## config.mk

```make
export PLATFORM = sky130hd
export DESIGN_NAME = bmp24_stream_to_rgb565_top
export DESIGN_NICKNAME = d
export VERILOG_FILES = /design/src/bmp565_pkg.sv /design/src/bmp24_stream_to_rgb565_top.sv
export SDC_FILE = /design/constraint.sdc
export NUM_CORES = 1
export LEC_CHECK = 0
export BUFFER_PORTS_ARGS = -buffer_cell sky130_fd_sc_hd__buf_2
export CAP_MARGIN = 20
export CORE_MARGIN = 2
export CORE_UTILIZATION = 28
export DETAILED_ROUTE_END_ITERATION = 10
export GPL_TIMING_DRIVEN = 0
export PLACE_DENSITY_LB_ADDON = 0.05
export SLEW_MARGIN = 5
export SYNTH_ARGS = -nofsm -noshare
export SYNTH_HDL_FRONTEND = slang
export SYNTH_SLANG_ARGS = --single-unit
```

## constraint.sdc

```tcl
create_clock -name clock -period 21.8 [get_ports clock]
set_input_delay 0 -clock clock [delete_from_list [all_inputs] [get_ports clock]]
set_output_delay 0 -clock clock [all_outputs]
set_load 0.005 [all_outputs]
```

## src/bmp565_pkg.sv

```systemverilog
// Types and constants of the BMP to RGB565 stream block.
`default_nettype none

package bmp565_pkg;

   typedef enum logic [1:0] {
      PH_HEADER,
      PH_SKIP,
      PH_PIXEL,
      PH_DONE
   } phase_type;

   localparam logic [1:0] KIND_PIXEL  = 2'd0;
   localparam logic [1:0] KIND_ACCEPT = 2'd1;
   localparam logic [1:0] KIND_REJECT = 2'd2;

   localparam logic [1:0] CSR_SCREEN_WIDTH  = 2'd0;
   localparam logic [1:0] CSR_SCREEN_HEIGHT = 2'd1;
   localparam logic [1:0] CSR_ORIGIN_X      = 2'd2;
   localparam logic [1:0] CSR_ORIGIN_Y      = 2'd3;

   localparam int SCREEN_W = 13;
   localparam int ORIGIN_X_W = 8;
   localparam int ORIGIN_Y_W = 12;
   localparam int COORD_W = 12;
   localparam int COLOR_W = 16;
   localparam int RSP_DATA_W = 2 * COORD_W + COLOR_W;

   localparam logic [SCREEN_W-1:0] SCREEN_WIDTH_RST  = 13'd240;
   localparam logic [SCREEN_W-1:0] SCREEN_HEIGHT_RST = 13'd320;

   localparam logic [31:0] POS_SIGNATURE   = 32'd1;
   localparam logic [31:0] POS_OFFSET      = 32'd13;
   localparam logic [31:0] POS_WIDTH       = 32'd21;
   localparam logic [31:0] POS_HEIGHT      = 32'd25;
   localparam logic [31:0] POS_PLANES      = 32'd27;
   localparam logic [31:0] POS_DEPTH       = 32'd29;
   localparam logic [31:0] POS_COMPRESSION = 32'd33;

   localparam logic [15:0] BMP_SIGNATURE = 16'h4D42;
   localparam logic [15:0] BMP_PLANES    = 16'd1;
   localparam logic [15:0] BMP_DEPTH     = 16'd24;
   localparam logic [31:0] MIN_OFFSET    = 32'd34;

endpackage

`default_nettype wire

```

## src/bmp24_stream_to_rgb565_top.sv

```systemverilog
// Top level of the BMP to RGB565 stream block: header parse, pixel walk and result register.
//
// Usage:
//   req channel: one BMP file byte per transfer in file order (req_tdata); req_tuser
//   high marks the first byte of a file and restarts the parse.
//   rsp channel: one result per transfer; rsp_tuser gives the kind (pixel, header
//   accepted, header rejected), rsp_tdata the screen column, row and RGB565 colour
//   (all zero for header results).
//   csr port: write screen size and image origin while the block is idle.
// Timing:
//   Each byte is handled in the cycle it is accepted; its result, if any, is in the
//   output register in the next cycle. One byte per cycle is sustained unless a held
//   result stalls; the pixel walk uses running counters, so no byte ever waits on another.
// Reset:
//   Synchronous; clears the output valid, restarts the parse at header byte 0
//   and loads screen 240 x 320 with the origin at 0, 0.
// Stall:
//   While rsp_tready is low with a result held, req_tready drops and the held
//   result stays; a taken result frees the register in the same cycle.
`default_nettype none

module bmp24_stream_to_rgb565_top #(
   parameter int MAX_DIM = 4096
) (
   input  wire logic                                 clock,
   input  wire logic                                 reset,
   input  wire logic                                 req_tvalid,
   output logic                                      req_tready,
   input  wire logic [7:0]                           req_tdata,   // data_byte
   input  wire logic [0:0]                           req_tuser,   // start_of_file
   output logic                                      rsp_tvalid,
   input  wire logic                                 rsp_tready,
   output logic [bmp565_pkg::RSP_DATA_W-1:0]         rsp_tdata,   // pixel_x, pixel_y, color
   output logic [1:0]                                rsp_tuser,   // kind
   input  wire logic                                 csr_we,
   input  wire logic [1:0]                           csr_index,
   input  wire logic [bmp565_pkg::SCREEN_W-1:0]      csr_wdata
);

   localparam int DIM_W = $clog2(MAX_DIM + 1);
   localparam int ROW_W = $clog2(3 * MAX_DIM + 4);
   localparam int CMP_W = (DIM_W > bmp565_pkg::SCREEN_W) ? DIM_W : bmp565_pkg::SCREEN_W;
   localparam int ADD_W = CMP_W + 1;
   localparam int SW = bmp565_pkg::SCREEN_W;

   logic [SW-1:0]                       screen_width_ff;
   logic [SW-1:0]                       screen_height_ff;
   logic [bmp565_pkg::ORIGIN_X_W-1:0]   origin_x_ff;
   logic [bmp565_pkg::ORIGIN_Y_W-1:0]   origin_y_ff;

   bmp565_pkg::phase_type phase_ff, phase_in;
   logic [31:0]       byte_position_ff, byte_position_in;
   logic [31:0]       header_shift_ff, header_shift_in;
   logic              header_valid_ff, header_valid_in;
   logic              bottom_up_ff, bottom_up_in;
   logic [31:0]       data_offset_ff, data_offset_in;
   logic [DIM_W-1:0]  image_width_ff, image_width_in;
   logic [DIM_W-1:0]  image_height_ff, image_height_in;
   logic [ROW_W-1:0]  data_len_ff, data_len_in;
   logic [ROW_W-1:0]  row_size_ff, row_size_in;
   logic [SW-1:0]     crop_width_ff, crop_width_in;
   logic [SW-1:0]     crop_height_ff, crop_height_in;
   logic [ROW_W-1:0]  byte_in_row_ff, byte_in_row_in;
   logic [1:0]        triple_ff, triple_in;
   logic [DIM_W-1:0]  column_ff, column_in;
   logic [DIM_W-1:0]  row_in_file_ff, row_in_file_in;
   logic [7:0]        blue_ff, blue_in;
   logic [7:0]        green_ff, green_in;

   logic                                rsp_tvalid_ff, rsp_tvalid_in;
   logic [bmp565_pkg::RSP_DATA_W-1:0]   rsp_tdata_ff, rsp_tdata_in;
   logic [1:0]                          rsp_tuser_ff, rsp_tuser_in;

   logic              fire;
   logic              emit;
   logic [1:0]        emit_kind;
   logic [bmp565_pkg::RSP_DATA_W-1:0] emit_data;

   bmp565_pkg::phase_type cur_phase;
   logic [31:0]       cur_position;
   logic [31:0]       cur_shift;
   logic              cur_valid;
   logic              cur_bottom_up;
   logic [31:0]       shifted;
   logic [31:0]       position_next;
   logic [31:0]       height_mag;
   logic              final_valid;
   logic [SW-1:0]     avail_width;
   logic [SW-1:0]     avail_height;
   logic [ROW_W-1:0]  triple_len;
   logic [ROW_W-1:0]  bir_next;
   logic [DIM_W-1:0]  disp_row;
   logic [ADD_W-1:0]  x_sum;
   logic [ADD_W-1:0]  y_sum;
   logic [15:0]       pixel_color;

   assign req_tready = !rsp_tvalid_ff || rsp_tready;
   assign fire       = req_tvalid && req_tready;
   assign rsp_tvalid = rsp_tvalid_ff;
   assign rsp_tdata  = rsp_tdata_ff;
   assign rsp_tuser  = rsp_tuser_ff;

   always_ff @(posedge clock) begin
      if (reset) begin
         screen_width_ff  <= bmp565_pkg::SCREEN_WIDTH_RST;
         screen_height_ff <= bmp565_pkg::SCREEN_HEIGHT_RST;
         origin_x_ff      <= '0;
         origin_y_ff      <= '0;
      end else if (csr_we) begin
         unique case (csr_index)
            bmp565_pkg::CSR_SCREEN_WIDTH:  screen_width_ff  <= csr_wdata;
            bmp565_pkg::CSR_SCREEN_HEIGHT: screen_height_ff <= csr_wdata;
            bmp565_pkg::CSR_ORIGIN_X:      origin_x_ff <= csr_wdata[bmp565_pkg::ORIGIN_X_W-1:0];
            bmp565_pkg::CSR_ORIGIN_Y:      origin_y_ff <= csr_wdata[bmp565_pkg::ORIGIN_Y_W-1:0];
         endcase
      end
   end

   always_ff @(posedge clock) begin
      if (reset) begin
         phase_ff         <= bmp565_pkg::PH_HEADER;
         byte_position_ff <= '0;
         header_shift_ff  <= '0;
         header_valid_ff  <= 1'b1;
         bottom_up_ff     <= 1'b1;
         rsp_tvalid_ff    <= 1'b0;
      end else begin
         phase_ff         <= phase_in;
         byte_position_ff <= byte_position_in;
         header_shift_ff  <= header_shift_in;
         header_valid_ff  <= header_valid_in;
         bottom_up_ff     <= bottom_up_in;
         rsp_tvalid_ff    <= rsp_tvalid_in;
      end
   end

   always_ff @(posedge clock) begin
      data_offset_ff  <= data_offset_in;
      image_width_ff  <= image_width_in;
      image_height_ff <= image_height_in;
      data_len_ff     <= data_len_in;
      row_size_ff     <= row_size_in;
      crop_width_ff   <= crop_width_in;
      crop_height_ff  <= crop_height_in;
      byte_in_row_ff  <= byte_in_row_in;
      triple_ff       <= triple_in;
      column_ff       <= column_in;
      row_in_file_ff  <= row_in_file_in;
      blue_ff         <= blue_in;
      green_ff        <= green_in;
      rsp_tdata_ff    <= rsp_tdata_in;
      rsp_tuser_ff    <= rsp_tuser_in;
   end

   always_comb begin
      cur_phase     = req_tuser[0] ? bmp565_pkg::PH_HEADER : phase_ff;
      cur_position  = req_tuser[0] ? '0 : byte_position_ff;
      cur_shift     = req_tuser[0] ? '0 : header_shift_ff;
      cur_valid     = req_tuser[0] ? 1'b1 : header_valid_ff;
      cur_bottom_up = req_tuser[0] ? 1'b1 : bottom_up_ff;

      shifted       = {req_tdata, cur_shift[31:8]};
      position_next = cur_position + 32'd1;
      height_mag    = shifted[31] ? (~shifted + 32'd1) : shifted;
      avail_width   = screen_width_ff - SW'(origin_x_ff);
      avail_height  = screen_height_ff - SW'(origin_y_ff);
      final_valid   = cur_valid && (shifted == '0)
                      && (SW'(origin_x_ff) < screen_width_ff)
                      && (SW'(origin_y_ff) < screen_height_ff);
      triple_len    = ROW_W'({image_width_ff, 1'b0}) + ROW_W'(image_width_ff);
      bir_next      = byte_in_row_ff + ROW_W'(1);
      disp_row      = bottom_up_ff ? (image_height_ff - DIM_W'(1) - row_in_file_ff)
                                   : row_in_file_ff;
      x_sum         = ADD_W'(origin_x_ff) + ADD_W'(column_ff);
      y_sum         = ADD_W'(origin_y_ff) + ADD_W'(disp_row);
      pixel_color   = {req_tdata[7:3], green_ff[7:2], blue_ff[7:3]};

      phase_in         = phase_ff;
      byte_position_in = byte_position_ff;
      header_shift_in  = header_shift_ff;
      header_valid_in  = header_valid_ff;
      bottom_up_in     = bottom_up_ff;
      data_offset_in   = data_offset_ff;
      image_width_in   = image_width_ff;
      image_height_in  = image_height_ff;
      data_len_in      = data_len_ff;
      row_size_in      = row_size_ff;
      crop_width_in    = crop_width_ff;
      crop_height_in   = crop_height_ff;
      byte_in_row_in   = byte_in_row_ff;
      triple_in        = triple_ff;
      column_in        = column_ff;
      row_in_file_in   = row_in_file_ff;
      blue_in          = blue_ff;
      green_in         = green_ff;
      emit             = 1'b0;
      emit_kind        = bmp565_pkg::KIND_PIXEL;
      emit_data        = '0;

      if (fire) begin
         phase_in         = cur_phase;
         byte_position_in = cur_position;
         header_shift_in  = cur_shift;
         header_valid_in  = cur_valid;
         bottom_up_in     = cur_bottom_up;
         unique case (cur_phase)
            bmp565_pkg::PH_HEADER: begin
               header_shift_in  = shifted;
               byte_position_in = position_next;
               byte_in_row_in   = '0;
               triple_in        = '0;
               column_in        = '0;
               row_in_file_in   = '0;
               if (cur_position == bmp565_pkg::POS_SIGNATURE) begin
                  if (shifted[31:16] != bmp565_pkg::BMP_SIGNATURE) header_valid_in = 1'b0;
               end
               if (cur_position == bmp565_pkg::POS_OFFSET) begin
                  data_offset_in = shifted;
                  if (shifted < bmp565_pkg::MIN_OFFSET) header_valid_in = 1'b0;
               end
               if (cur_position == bmp565_pkg::POS_WIDTH) begin
                  image_width_in = DIM_W'(shifted);
                  if (shifted > 32'(MAX_DIM)) header_valid_in = 1'b0;
               end
               if (cur_position == bmp565_pkg::POS_HEIGHT) begin
                  bottom_up_in    = !shifted[31];
                  image_height_in = DIM_W'(height_mag);
                  if (height_mag > 32'(MAX_DIM)) header_valid_in = 1'b0;
               end
               if (cur_position == bmp565_pkg::POS_PLANES) begin
                  if (shifted[31:16] != bmp565_pkg::BMP_PLANES) header_valid_in = 1'b0;
               end
               if (cur_position == bmp565_pkg::POS_DEPTH) begin
                  if (shifted[31:16] != bmp565_pkg::BMP_DEPTH) header_valid_in = 1'b0;
               end
               if (cur_position == bmp565_pkg::POS_COMPRESSION) begin
                  emit            = 1'b1;
                  header_valid_in = final_valid;
                  data_len_in     = triple_len;
                  row_size_in     = (triple_len + ROW_W'(3)) & ~ROW_W'(3);
                  crop_width_in   = (CMP_W'(image_width_ff) < CMP_W'(avail_width))
                                    ? SW'(image_width_ff) : avail_width;
                  crop_height_in  = (CMP_W'(image_height_ff) < CMP_W'(avail_height))
                                    ? SW'(image_height_ff) : avail_height;
                  if (!final_valid) begin
                     emit_kind = bmp565_pkg::KIND_REJECT;
                     phase_in  = bmp565_pkg::PH_DONE;
                  end else begin
                     emit_kind = bmp565_pkg::KIND_ACCEPT;
                     if (image_width_ff == '0 || image_height_ff == '0) begin
                        phase_in = bmp565_pkg::PH_DONE;
                     end else if (position_next >= data_offset_ff) begin
                        phase_in = bmp565_pkg::PH_PIXEL;
                     end else begin
                        phase_in = bmp565_pkg::PH_SKIP;
                     end
                  end
               end
            end
            bmp565_pkg::PH_SKIP: begin
               byte_position_in = position_next;
               if (position_next >= data_offset_ff) phase_in = bmp565_pkg::PH_PIXEL;
            end
            bmp565_pkg::PH_PIXEL: begin
               byte_in_row_in = bir_next;
               if (byte_in_row_ff < data_len_ff) begin
                  case (triple_ff)
                     2'd0: begin
                        blue_in   = req_tdata;
                        green_in  = '0;
                        triple_in = 2'd1;
                     end
                     2'd1: begin
                        green_in  = req_tdata;
                        triple_in = 2'd2;
                     end
                     default: begin
                        triple_in = 2'd0;
                        column_in = column_ff + DIM_W'(1);
                        if (CMP_W'(column_ff) < CMP_W'(crop_width_ff)
                            && CMP_W'(disp_row) < CMP_W'(crop_height_ff)) begin
                           emit      = 1'b1;
                           emit_kind = bmp565_pkg::KIND_PIXEL;
                           emit_data = {pixel_color, y_sum[bmp565_pkg::COORD_W-1:0],
                                        x_sum[bmp565_pkg::COORD_W-1:0]};
                        end
                     end
                  endcase
               end
               if (bir_next == row_size_ff) begin
                  byte_in_row_in = '0;
                  triple_in      = '0;
                  column_in      = '0;
                  row_in_file_in = row_in_file_ff + DIM_W'(1);
                  if (row_in_file_ff + DIM_W'(1) == image_height_ff) begin
                     phase_in = bmp565_pkg::PH_DONE;
                  end
               end
            end
            bmp565_pkg::PH_DONE: begin
               phase_in = bmp565_pkg::PH_DONE;
            end
         endcase
      end

      rsp_tvalid_in = fire ? emit : (rsp_tvalid_ff && !rsp_tready);
      rsp_tdata_in  = (fire && emit) ? emit_data : rsp_tdata_ff;
      rsp_tuser_in  = (fire && emit) ? emit_kind : rsp_tuser_ff;
   end

endmodule

`default_nettype wire

```

==> results.md <==
- Outcome: finished clean
- Min Tclk post-route: 6.62 ns
- Worst Path Buf+Inv: 8
- Post-Synthesis Cell Area: 20400 um2
- Multi-input gate area: 11200 um2
- Routability cong.: 0.859
- Number of flops mapped to enable cells by yosys: 205
- Post_cts resized: 0
- Cell at the slowest stage of the critical path: clkbuf_1
- Synth cell types: 82
- Drt initial violations: 1132
- Nets@finish: 2604
- WS Path Type: primary input to register
- Max Cap Violations: 0
- Root Driver: clkbuf_16
- CP top delay family: buffers and inverters
- Worst-Margin Slew: 1.11 ns
- Crit path DAT: 7.11 ns
- Cells after synthesis: 2245
- Leakage: 0.00926 uW
- Clk buf depth: 3
- Synth area leaders: edfxtp_1 30%, dfxtp_1 10%, ha_1 10%
- CP max stage delay: 0.68 ns
- CTS tree: done
- DRT Wirelength: 70000 um
- Slew headroom: 25.0%
- CTS Buf Count: 42
- Starting Density: 28.1%
- RSZ-0062 raised after global routing: false
- Post-synthesis net count: 2448
- Pwr per Cell Area: 65.0 nW/um2
- H-tree Lvls: 2
- WL/cell: 20.6 um
- Peak supply drop: 0.0480 mV
- Routed vias: 17.1k
- Rows: 99
- Layout cells sized above 1: 8.05%
- CP most frequent cell: buf_2
- Register area: 8300 um2
- First-pass GRT wire length: 106000 um
- Startpoint class of the critical path: primary input
- Worst skew pair latency: 0.58 ns
- Synth top cells by count: 244 x nand2_1, 207 x nor2_1, 205 x edfxtp_1
- CTS clk-pin slew, worst paths: 0.05 ns
- Vias per inst: 5.03
- Final Setup Violations: 0
- # diodes: 0
- Worst Skew: 0.0287 ns
- Synth Area per Inst: 9.10 um2
- CORE AREA: 72600 um2
- Final ANT Viol Nets: 0
- Post-synth top area share: 30.1%
- Post-CTS setup buffer count: 0
- Port bufs: 71
- Ys flop type: edfxtp_1
- DRC viols: 0
- Crit-path cells: buf_2 -> buf_2 -> buf_6 -> buf_2 -> clkbuf_1 -> clkbuf_1 -> buf_2 -> buf_1 -> nor2b_1 -> ha_1 -> and3_1 -> nand4b_1 -> nor4_2 -> and2_1 -> xnor2_1 -> ha_1 -> nand4_1 -> nor4_1 -> a2111oi_0 -> a211oi_1 -> nor4_1 -> a211oi_1 -> a211oi_1
- Largest net degree at the start of global routing: 30
- Yosys reg bits: 312
- Sink Count: 312
- Register area share after synthesis: 40.6%
- Total grt overflow: 0
- CP Capture Type: register
- Dominant cell type by area after synthesis: edfxtp_1
- Final period utilization: 30.4%
- Post-DP HPWL: 54900 um
- Hold Crit Class: primary input to register
- Post-Route Setup TNS: 0 ns
- Drt first pass iters: 7
- Layout area overhead: 16.9%
- Ys async rst share: 0%
- Endpoints failing hold: 0
- Power Total: 1550 uW
- Yosys warns: 0
- CP Max Fanout: 10
- Most frequent cell after synthesis: nand2_1
- Initial antenna violation count: 4
- Die span in y: 274 um
- Die area: 75100 um2
- Max-slew violations: 0
- Global Route Usage Sum: 18.7%
- I/O pin count: 73
- Die W: 274 um
- WP data required: 22.28 ns
- Vias in the first global route: 17.1k
- F_max: 0.151 GHz
- Final-layout fill cell count: 7628
-- flip-flops by register name, summed over array words and instances, names as in the netlist, 5 cells and up --
name,flops
origin_y_ff,12
rsp_tdata,40
image_height_ff,13
blue_ff,5
row_size_ff,12
green_ff,6
data_offset_ff,32
byte_in_row_ff,14
crop_width_ff,13
image_width_ff,13
screen_width_ff,13
crop_height_ff,13
screen_height_ff,13
column_ff,13
header_shift_ff,24
data_len_ff,14
row_in_file_ff,13
origin_x_ff,8
byte_position_ff,32
-- routing by layer --
layer / GRT usage [%] / share of wire [%] / up-vias / routed length, um
met4: 5.62 / 2.7 / 4 / 1890
met1: 25.7 / 48 / 8266 / 33600
met3: 2.97 / 4.3 / 99 / 2980
li1: - / - / 8361 / -
met5: 0 / 0.039 / - / 27
met2: 30.2 / 45 / 351 / 31500
-- stage by stage --
step	setup WS [ns]	std cells	hold WS, ns	cell area, um2	utilization (%)
4_1_cts	15.21	3393	0.0481	23900	32.9
6_report	15.18	3394	0.121	23900	32.9
2_1_floorplan	14.96	2245	0.0989	20400	-
3_3_place_gp	10.47	3275	0.214	22000	30.3
5_1_grt	14.80	3394	0.123	23900	32.9
3_5_place_dp	14.61	3285	0.213	22200	30.6
-- cells by family (layout without fill, tap and decap cells) --
| family | count (synthesis) | after routing | share of synthesized area, % |
|---|---|---|---|
| and+or+nand+nor | 849 | 849 | 20.5 |
| muxes | 41 | 41 | 2.03 |
| adders and majority gates | 174 | 174 | 10.9 |
| AOI/OAI and AO/OA | 455 | 455 | 14.1 |
| DFF | 312 | 312 | 40.6 |
| xor gates and xnor gates | 162 | 162 | 7.08 |
| buffers and inverters | 252 | 442 | 4.79 |
-- final timing paths --
check                startpoint             endpoint  slack, ns  cells after the start
max                   req_tuser          phase_ff[0]      15.18                     23
min                   req_tuser  byte_position_ff[0]       0.12                      4
max reg2reg  image_height_ff[0]        rsp_tdata[28]      15.90                     16
min reg2reg  screen_width_ff[0]   screen_width_ff[0]       0.46                      2
-- power by group --
| group | switching, uW | total, uW | leakage [uW] | internal [uW] |
|---|---|---|---|---|
| combinational | 128 | 205 | 0.00575 | 76.9 |
| sequential | 12.8 | 652 | 0.00283 | 639 |
| clock | 283 | 695 | 0.000668 | 413 |
-- repair_timing --
action                                 4_1_cts  5_1_grt
hold buffers                                30        0
endpoints found under the hold margin       71        0
setup endpoints to repair                    0        0
-- final cells by class --
type,count,share of cell area [%]
clock inverter,19,0.791
inverter,164,2.58
multi-input combinational,1681,47.0
clock buffer,59,4.93
tap,959,5.03
sequential,312,34.8
timing repair buffer,112,3.42
buffer,88,1.52
-- cells in the final DEF, fill, tap and decap left out, drive strengths merged, types with 10 or more instances in the layout --
cell and n:
nand2b 28, clkbuf 120, xor2 63, and3 18, o21a 17, buf 109
nor2b 46, nor4 35, dlygate4sd3 30, nor3 59, nor2 207, a21o 26
nand3b 14, and2 35, xnor2 97, o211ai 12, or3 19, mux2i 37
o21ai 98, a211oi 19, nor3b 10, nand4 29, ha 168, a21oi 157
dfxtp 107, inv 164, a31oi 20, or4 13, edfxtp 205, nand3 64
clkinv 15, nand2 244, o21bai 15, a2111oi 10
-- worst reg2reg max path, delay by kind of cell (launching register included) --
family | cells | cell delay, ns
and+or+nand+nor | 3 | 0.80
muxes | 1 | 0.50
adders and majority gates | 3 | 1.12
buffers and inverters | 1 | 0.28
DFF | 1 | 0.53
xor gates and xnor gates | 1 | 0.14
AOI/OAI and AO/OA | 7 | 2.20
No activity file was read; power rests on OpenSTA's default activity.
